**src/rtl/core/tpwc_pkg.sv**
```systemverilog
// shared types, constants and helper functions of the teleprinter wheel cipher
`default_nettype none
package tpwc_pkg;

  localparam int WHEEL_COUNT  = 12;
  localparam int CHAR_BITS    = 5;
  localparam int PIN_WORDS    = 8;
  localparam int WORD_BITS    = 64;
  localparam int PATTERN_BITS = PIN_WORDS * WORD_BITS;
  localparam int WINDOW_BITS  = 64;
  localparam int SEL_BITS     = 4;
  localparam int POS_BITS     = 6;
  localparam int REG_IDX_BITS = 4;

  // wheel roles
  localparam int K_COUNT  = 5;
  localparam int WHEEL_M1 = 5;
  localparam int WHEEL_M2 = 6;
  localparam int S_BASE   = 7;

  typedef logic [POS_BITS-1:0]     pos_t;
  typedef logic [SEL_BITS-1:0]     sel_t;
  typedef logic [CHAR_BITS-1:0]    char_t;
  typedef logic [WORD_BITS-1:0]    word_t;
  typedef logic [REG_IDX_BITS-1:0] reg_idx_t;

  typedef enum logic {
    FUNC_ENCIPHER     = 1'b0,
    FUNC_SET_POSITION = 1'b1
  } func_t;

  // first pattern bit of each wheel
  localparam int WHEEL_START [WHEEL_COUNT] = '{
    0, 43, 90, 141, 194, 253, 290, 351, 392, 423, 452, 478
  };

  localparam pos_t WHEEL_LEN [WHEEL_COUNT] = '{
    6'd43, 6'd47, 6'd51, 6'd53, 6'd59, 6'd37, 6'd61,
    6'd41, 6'd31, 6'd29, 6'd26, 6'd23
  };

  // next position with wrap at the wheel length
  function automatic pos_t step_pos(pos_t p, pos_t len);
    return (p == len - 6'd1) ? '0 : p + 6'd1;
  endfunction

  // reduce a 6-bit value modulo a wheel length of at least 23
  function automatic pos_t wrap_pos(pos_t p, pos_t len);
    pos_t r;
    r = p;
    if (r >= len) begin
      r = r - len;
    end
    if (r >= len) begin
      r = r - len;
    end
    return r;
  endfunction

endpackage
`default_nettype wire

```
**src/rtl/core/tpwc_if.sv**
```systemverilog
// handshake channel interfaces: input item, result item, register write
`default_nettype none
interface tpwc_in_if;
  logic                 valid;
  logic                 ready;
  tpwc_pkg::func_t      func;
  tpwc_pkg::sel_t       wheel_select;
  tpwc_pkg::pos_t       start_position;
  tpwc_pkg::char_t      char_in;

  modport source (output valid, func, wheel_select, start_position, char_in, input ready);
  modport sink   (input valid, func, wheel_select, start_position, char_in, output ready);
endinterface

interface tpwc_out_if;
  logic            valid;
  logic            ready;
  tpwc_pkg::char_t char_out;

  modport source (output valid, char_out, input ready);
  modport sink   (input valid, char_out, output ready);
endinterface

interface tpwc_cfg_if;
  logic               valid;
  logic               ready;
  tpwc_pkg::reg_idx_t reg_index;
  tpwc_pkg::word_t    data;

  modport source (output valid, reg_index, data, input ready);
  modport sink   (input valid, reg_index, data, output ready);
endinterface
`default_nettype wire

```
**src/rtl/core/teleprinter_wheel_cipher_core.sv**
```systemverilog
// top level of the twelve-wheel teleprinter stream cipher
//
// channel   dir  handshake     payload
// in_ch     in   valid/ready   func, wheel_select, start_position, char_in
// out_ch    out  valid/ready   char_out
// cfg       in   valid/ready   reg_index, data (pin words 0..7)
//
// one item per cycle unless a stalled result holds in_ch: the pin lookup, motor logic and wheel stepping sit
// between the wheel position registers and the result register
// an encipher item gives its result in the cycle after acceptance
// set-position items give no result; selector values above 11 are dropped
// rst (sync, active high) clears positions, pin words and the result valid
// a stalled result only blocks new items when out_ch.ready stays low
// register writes are always accepted; indexes above 7 are ignored
`default_nettype none
module teleprinter_wheel_cipher_core (
  input  wire logic clk,
  input  wire logic rst,
  tpwc_in_if.sink   in_ch,
  tpwc_out_if.source out_ch,
  tpwc_cfg_if.sink  cfg
);

  // pin pattern storage
  tpwc_pkg::word_t pin_word [tpwc_pkg::PIN_WORDS];

  logic [tpwc_pkg::PATTERN_BITS-1:0]                       pattern;
  logic [tpwc_pkg::PATTERN_BITS+tpwc_pkg::WINDOW_BITS-1:0] pattern_ext;

  // wheel state
  tpwc_pkg::pos_t wheel_pos      [tpwc_pkg::WHEEL_COUNT];
  tpwc_pkg::pos_t wheel_pos_next [tpwc_pkg::WHEEL_COUNT];
  tpwc_pkg::pos_t adv_pos        [tpwc_pkg::WHEEL_COUNT];

  logic [tpwc_pkg::WHEEL_COUNT-1:0] pin_cur;
  logic [tpwc_pkg::WHEEL_COUNT-1:0] pin_adv;

  logic            in_fire;
  logic            enc_fire;
  logic            set_fire;
  logic            m1_pin;
  logic            m2_pin;
  logic            s_step;
  tpwc_pkg::char_t key;

  // result register
  logic            out_valid;
  logic            out_valid_next;
  tpwc_pkg::char_t char_out;

  // ---------------------------------------------------------------------
  // register writes
  // ---------------------------------------------------------------------
  assign cfg.ready = 1'b1;

  always_ff @(posedge clk) begin
    if (rst) begin
      for (int i = 0; i < tpwc_pkg::PIN_WORDS; i++) begin
        pin_word[i] <= '0;
      end
    end else if (cfg.valid && (cfg.reg_index < tpwc_pkg::REG_IDX_BITS'(tpwc_pkg::PIN_WORDS))) begin
      pin_word[cfg.reg_index[2:0]] <= cfg.data;
    end
  end

  // flatten the words, pad so every wheel gets a full 64-bit window
  always_comb begin
    for (int i = 0; i < tpwc_pkg::PIN_WORDS; i++) begin
      pattern[i*tpwc_pkg::WORD_BITS +: tpwc_pkg::WORD_BITS] = pin_word[i];
    end
  end

  assign pattern_ext = {{tpwc_pkg::WINDOW_BITS{1'b0}}, pattern};

  // ---------------------------------------------------------------------
  // handshake
  // ---------------------------------------------------------------------
  // new item whenever the result register is empty or being drained
  assign in_ch.ready = !out_valid || out_ch.ready;
  assign in_fire     = in_ch.valid && in_ch.ready;
  assign enc_fire    = in_fire && (in_ch.func == tpwc_pkg::FUNC_ENCIPHER);
  assign set_fire    = in_fire && (in_ch.func == tpwc_pkg::FUNC_SET_POSITION);

  // ---------------------------------------------------------------------
  // per-wheel pin readout, at the current and at the advanced position
  // ---------------------------------------------------------------------
  for (genvar w = 0; w < tpwc_pkg::WHEEL_COUNT; w++) begin : g_wheel
    logic [tpwc_pkg::WINDOW_BITS-1:0] window;

    assign window     = pattern_ext[tpwc_pkg::WHEEL_START[w] +: tpwc_pkg::WINDOW_BITS];
    assign adv_pos[w] = tpwc_pkg::step_pos(wheel_pos[w], tpwc_pkg::WHEEL_LEN[w]);
    assign pin_cur[w] = window[wheel_pos[w]];
    assign pin_adv[w] = window[adv_pos[w]];
  end

  // key: bit 4 pairs with chi/psi pair 0
  always_comb begin
    for (int i = 0; i < tpwc_pkg::K_COUNT; i++) begin
      key[tpwc_pkg::K_COUNT-1-i] = pin_cur[i] ^ pin_cur[tpwc_pkg::S_BASE+i];
    end
  end

  // motor logic: m2 follows the new m1 pin, psi wheels follow m1 xor m2
  assign m1_pin = pin_adv[tpwc_pkg::WHEEL_M1];
  assign m2_pin = m1_pin ? pin_adv[tpwc_pkg::WHEEL_M2] : pin_cur[tpwc_pkg::WHEEL_M2];
  assign s_step = m1_pin ^ m2_pin;

  // ---------------------------------------------------------------------
  // wheel position update
  // ---------------------------------------------------------------------
  always_comb begin
    for (int w = 0; w < tpwc_pkg::WHEEL_COUNT; w++) begin
      wheel_pos_next[w] = wheel_pos[w];
      if (set_fire && (in_ch.wheel_select == tpwc_pkg::SEL_BITS'(w))) begin
        wheel_pos_next[w] = tpwc_pkg::wrap_pos(in_ch.start_position, tpwc_pkg::WHEEL_LEN[w]);
      end else if (enc_fire) begin
        if (w < tpwc_pkg::K_COUNT || w == tpwc_pkg::WHEEL_M1) begin
          // chi wheels and m1 always step
          wheel_pos_next[w] = adv_pos[w];
        end else if (w == tpwc_pkg::WHEEL_M2) begin
          if (m1_pin) begin
            wheel_pos_next[w] = adv_pos[w];
          end
        end else if (s_step) begin
          wheel_pos_next[w] = adv_pos[w];
        end
      end
    end
  end

  always_ff @(posedge clk) begin
    if (rst) begin
      for (int w = 0; w < tpwc_pkg::WHEEL_COUNT; w++) begin
        wheel_pos[w] <= '0;
      end
    end else begin
      for (int w = 0; w < tpwc_pkg::WHEEL_COUNT; w++) begin
        wheel_pos[w] <= wheel_pos_next[w];
      end
    end
  end

  // ---------------------------------------------------------------------
  // result register
  // ---------------------------------------------------------------------
  always_comb begin
    out_valid_next = out_valid;
    if (enc_fire) begin
      out_valid_next = 1'b1;
    end else if (out_ch.ready) begin
      out_valid_next = 1'b0;
    end
  end

  always_ff @(posedge clk) begin
    if (rst) begin
      out_valid <= 1'b0;
    end else begin
      out_valid <= out_valid_next;
    end
  end

  always_ff @(posedge clk) begin
    if (enc_fire) begin
      char_out <= in_ch.char_in ^ key;
    end
  end

  assign out_ch.valid    = out_valid;
  assign out_ch.char_out = char_out;

  // ---------------------------------------------------------------------
  // checks
  // ---------------------------------------------------------------------
  for (genvar w = 0; w < tpwc_pkg::WHEEL_COUNT; w++) begin : g_chk
    a_pos_in_range: assert property (@(posedge clk) disable iff (rst)
      wheel_pos[w] < tpwc_pkg::WHEEL_LEN[w])
      else $error("wheel position beyond wheel length");
  end

  a_enc_gives_result: assert property (@(posedge clk) disable iff (rst)
    enc_fire |=> out_valid)
    else $error("encipher item produced no result");

  a_set_no_result: assert property (@(posedge clk) disable iff (rst)
    set_fire |=> !out_valid)
    else $error("set-position item produced a result");

  a_chi_steps: assert property (@(posedge clk) disable iff (rst)
    enc_fire |=> wheel_pos[0] == $past(adv_pos[0]))
    else $error("chi wheel did not step on encipher");

  a_idle_holds: assert property (@(posedge clk) disable iff (rst)
    !in_fire |=> $stable(wheel_pos[tpwc_pkg::WHEEL_M2]) && $stable(wheel_pos[tpwc_pkg::S_BASE]))
    else $error("wheel moved without an item");

endmodule
`default_nettype wire

```
**src/flat_wrapper.sv**
```systemverilog
// flat-port wrapper written by rule: the top's interface ports become plain ports
module teleprinter_wheel_cipher_core_flat 
  (clk, rst, in_ch_valid, in_ch_func, in_ch_wheel_select, in_ch_start_position, in_ch_char_in, in_ch_ready, out_ch_valid, out_ch_char_out, out_ch_ready, cfg_valid, cfg_reg_index, cfg_data, cfg_ready);
  tpwc_in_if in_ch_i ();
  tpwc_out_if out_ch_i ();
  tpwc_cfg_if cfg_i ();
  input  wire logic clk;
  input  wire logic rst;
  input wire logic [$bits(in_ch_i.valid)-1:0] in_ch_valid;
  input wire logic [$bits(in_ch_i.func)-1:0] in_ch_func;
  input wire logic [$bits(in_ch_i.wheel_select)-1:0] in_ch_wheel_select;
  input wire logic [$bits(in_ch_i.start_position)-1:0] in_ch_start_position;
  input wire logic [$bits(in_ch_i.char_in)-1:0] in_ch_char_in;
  output wire logic [$bits(in_ch_i.ready)-1:0] in_ch_ready;
  output wire logic [$bits(out_ch_i.valid)-1:0] out_ch_valid;
  output wire logic [$bits(out_ch_i.char_out)-1:0] out_ch_char_out;
  input wire logic [$bits(out_ch_i.ready)-1:0] out_ch_ready;
  input wire logic [$bits(cfg_i.valid)-1:0] cfg_valid;
  input wire logic [$bits(cfg_i.reg_index)-1:0] cfg_reg_index;
  input wire logic [$bits(cfg_i.data)-1:0] cfg_data;
  output wire logic [$bits(cfg_i.ready)-1:0] cfg_ready;
  assign in_ch_i.valid = in_ch_valid;
  assign in_ch_i.func = in_ch_func;
  assign in_ch_i.wheel_select = in_ch_wheel_select;
  assign in_ch_i.start_position = in_ch_start_position;
  assign in_ch_i.char_in = in_ch_char_in;
  assign in_ch_ready = in_ch_i.ready;
  assign out_ch_valid = out_ch_i.valid;
  assign out_ch_char_out = out_ch_i.char_out;
  assign out_ch_i.ready = out_ch_ready;
  assign cfg_i.valid = cfg_valid;
  assign cfg_i.reg_index = cfg_reg_index;
  assign cfg_i.data = cfg_data;
  assign cfg_ready = cfg_i.ready;
  teleprinter_wheel_cipher_core u_core (.clk(clk), .rst(rst), .in_ch(in_ch_i), .out_ch(out_ch_i), .cfg(cfg_i));
endmodule
```
**config.mk**
```make
export PLATFORM = sky130hd
export DESIGN_NAME = teleprinter_wheel_cipher_core_flat
export DESIGN_NICKNAME = d
export VERILOG_FILES = /design/src/rtl/core/tpwc_pkg.sv /design/src/rtl/core/tpwc_if.sv /design/src/rtl/core/teleprinter_wheel_cipher_core.sv /design/src/flat_wrapper.sv
export SDC_FILE = /design/constraint.sdc
export NUM_CORES = 1
export LEC_CHECK = 0
export BUFFER_PORTS_ARGS = -buffer_cell sky130_fd_sc_hd__buf_2
export CAP_MARGIN = 5
export CORE_MARGIN = 5
export CORE_UTILIZATION = 35
export CTS_CLUSTER_DIAMETER = 30
export DETAILED_ROUTE_END_ITERATION = 10
export PLACE_DENSITY = 0.58
export SETUP_SLACK_MARGIN = 0.5
export SLEW_MARGIN = 0
export SYNTH_ARGS = -nofsm -noshare
export SYNTH_HDL_FRONTEND = slang
export SYNTH_SLANG_ARGS = --single-unit
```
**constraint.sdc**
```tcl
create_clock -name clk -period 8.2 [get_ports clk]
set_clock_uncertainty 0.2 [all_clocks]
set_input_delay 0.82 -clock clk [delete_from_list [all_inputs] [get_ports clk]]
set_output_delay 0.82 -clock clk [all_outputs]
set_load 0.02 [all_outputs]
```
==> results.md <==
- 1st-iter DRT viols: around 3000
- Setup TNS: 0 ns
- Tmin final: 5.401 ns
- Via count of the first global-routing pass: around 24000
- Commonest non-fill, non-tap cell in the layout: and2_1
- Yosys warns: 0
- Drt pass-1 iters: 7
- Worst setup margin: 2.799 ns
- Cell count after synthesis: approximately 2700
- Fmax: 185.2 MHz
- Number of flops mapped to enable cells by yosys: 517
- Pwr/cell area: roughly 250 mW/mm2
- CP Data Required Time: 8.56 ns
- Leak: 13.57 nW
- Ratio of final minimum period to clock period: between 60% and 70%
- Num rows: 113
- Total track usage: a little over a fifth
- Share of cells above drive strength 1: 21.11%
- Critical path's slowest cell: o21ai_1
- Final ANT Viol Nets: 0
- Startpoint Class: flip-flop
- Filler cells: 8606
- Ys flop type: edfxtp_1
- Post_cts resized: 0
- Total Wirelength: 114700 um
- Crit-path max FO: 50
- Num CTS Buffers: around 130
- Outcome: finished, final reports clean
- Final setup vio count: 0
- Number of port buffers: 95
- P&R area growth vs syn: 17.85%
- Commonest non-fill, non-tap cells in the layout: and2_1, edfxtp_1, mux4_2
- Critical path class: flip-flop to flip-flop
- Slowest stage delay, CP: 0.81 ns
- GR Overflow Total: 0
- Seq/Total Area, Yosys: 50.78%
- Die span in x: approximately 320 um
- Max clock buf depth: 3
- CTS tree: yes
- Post-CTS Hold Fix Bufs: 0
- Max-slew headroom: around 18%
- Final hold slack: 0.3028 ns
- Mean Syn Cell Area: around 12 um2
- Synthesized area: 0.03345 mm2
- Syn Nets: 2850
- Crit path cell chain: clkinv_1 -> ha_1 -> and4bb_4 -> o21ai_1 -> mux2_2 -> nor4_1 -> a2111oi_2 -> a21oi_1 -> nor3_2 -> a211oi_4 -> buf_4 -> mux2i_1 -> a311o_1
- Die area: 0.1019 mm2
- Top Ports: 97
- Netlist cell types: 95
- RSZ-0062 raised after global routing: false
- Vias per std cell: 5.864
- Tightest Pin Transition: 1.234 ns
- Largest net degree at the start of global routing: 67
- Async S/R FF share, synth: 0%
- Initial antenna violation count: 22
- Die Ht: 319.2 um
- Root buffer cell: clkbuf_16
- Drt drc: 0
- HP Class: input pin to flip-flop
- Hold Vio Cnt, Final: 0
- Slew Viols, Final: 0
- Global-route wire length before repair: 164700 um
- Clock slew at reported path FFs: 0.04 ns
- Clk sinks: a little under 600
- CP Capture Type: flip-flop
- Inst Count DP: 3919
- Mean routed wirelength per cell: 27.52 um
- RD Place Congestion: 0.9199
- Post-place setup slack: 2.656 ns
- Final nets: 2918
- Clock Latency Late Sink: 0.69 ns
- Setup bufs post-CTS: 0
- Core area: roughly 0.095 mm2
- H-tree depth: 4
- Worst EP arrival: between 5 and 6 ns
- Final Non-Filler Cells: between 4000 and 5000
- Util after Layout: ~42%
- Initial Util: 35.26%
- Hpwl dp: 76690 um
- Count of state elements after synthesis: 590
- Via Count: 24440
- Max Cap Viol: 0
- VDD IR max: 0.0001713 V
==> report_power, final <==
part           switching [mW]  internal (mW)
logic                   0.616          0.414
registers               0.113           3.45
clock network            1.67           3.40
total                    2.40           7.26
==> cell usage after synthesis, drive strengths merged (11+ instances only) <==
cell / n / area, um2
nand2b: 17 / 106.4
inv: 38 / 142.6
a21o: 12 / 90.09
nand2: 137 / 516.8
buf: 51 / 272.8
nand3: 62 / 315.3
nand4: 29 / 181.4
a21oi: 99 / 514.3
or3: 17 / 106.4
a211oi: 22 / 177.7
xor2: 12 / 105.1
nor2: 147 / 551.8
edfxtp: 517 / 15520
nor3: 46 / 235.2
nor4: 14 / 87.58
mux2i: 47 / 470.5
or2: 11 / 68.82
clkbuf: 148 / 555.5
a31oi: 24 / 156.4
o22ai: 12 / 75.07
ha: 41 / 513.0
xnor2: 46 / 402.9
nor2b: 14 / 87.58
o21ai: 113 / 580.6
mux2: 16 / 180.2
mux4: 220 / 4955
dfxtp: 73 / 1461
and2: 525 / 3284
and3: 32 / 200.2
==> state kept, by name, summed over array words and instances (netlist names) <==
name / flops
u_core.out_ch.valid: 1
u_core.wheel_pos: 72
u_core.out_ch.char_out: 5
u_core.pin_word: 512
==> layer usage <==
metal  GRT usage (%)  share of wire [%]
met1           29.33                 39
met2           34.94                 47
met3           5.194                9.9
met4           7.918                3.5
met5               0              0.020
==> layout make-up <==
type | instances | area (um2) | area share [%]
flip-flops and latches | 590 | 16990 | 43.09
diodes | 9 | 22.52 | 0.05713
inverters | 42 | 157.7 | 0.3999
clock inverters | 78 | 724.4 | 1.838
clock buffers | 162 | 3591 | 9.108
multi-input cells | 1889 | 15600 | 39.57
well taps | 1265 | 1583 | 4.015
repair buffers | 133 | 760.7 | 1.930
==> critical path: cells and delay by family, from the launching register on <==
kind	cells	cell delay (ns)
AOI/OAI and AO/OA	5	1.75
adders and majority gates	1	0.38
buffers and inverters	2	0.94
DFF	1	0.70
muxes	2	0.58
and+or+nand+nor	3	0.64
==> worst paths after layout <==
path / start / end / cells after the start / slack, ns
max: u_core.wheel_pos[1][6]$_SDFFE_PP0P_ / u_core.wheel_pos[2][21]$_SDFFE_PP0P_ / 13 / 2.80
min: out_ch_ready / u_core.out_ch.valid$_SDFFE_PP0P_ / 3 / 0.30
max reg2reg: u_core.wheel_pos[1][6]$_SDFFE_PP0P_ / u_core.wheel_pos[2][21]$_SDFFE_PP0P_ / 13 / 2.80
min reg2reg: u_core.out_ch.valid$_SDFFE_PP0P_ / u_core.out_ch.valid$_SDFFE_PP0P_ / 2 / 0.37
==> kinds of logic (layout without fill, tap and decap cells) <==
group | Yosys count | in the layout | share of synthesized area (%)
AO/OA/AOI/OAI | 419 | 419 | 8.356
XOR/XNOR | 58 | 58 | 1.519
adder cells (fa/ha/maj) | 41 | 41 | 1.533
buffers and inverters | 241 | 415 | 2.947
flip-flops | 590 | 590 | 50.78
multiplexers | 283 | 283 | 16.76
other | 1 | 10 | 0.01121
AND/OR/NAND/NOR | 1087 | 1087 | 18.10
==> per-stage QoR <==
stage	cell area [um2]	total power, mW
after floorplan	33450	4.231
after global placement	35090	4.614
after detailed placement	35090	4.632
after CTS	39400	9.715
after global routing	39400	9.950
final	39420	9.662
Note: power is estimated with default switching activity, not from simulation.
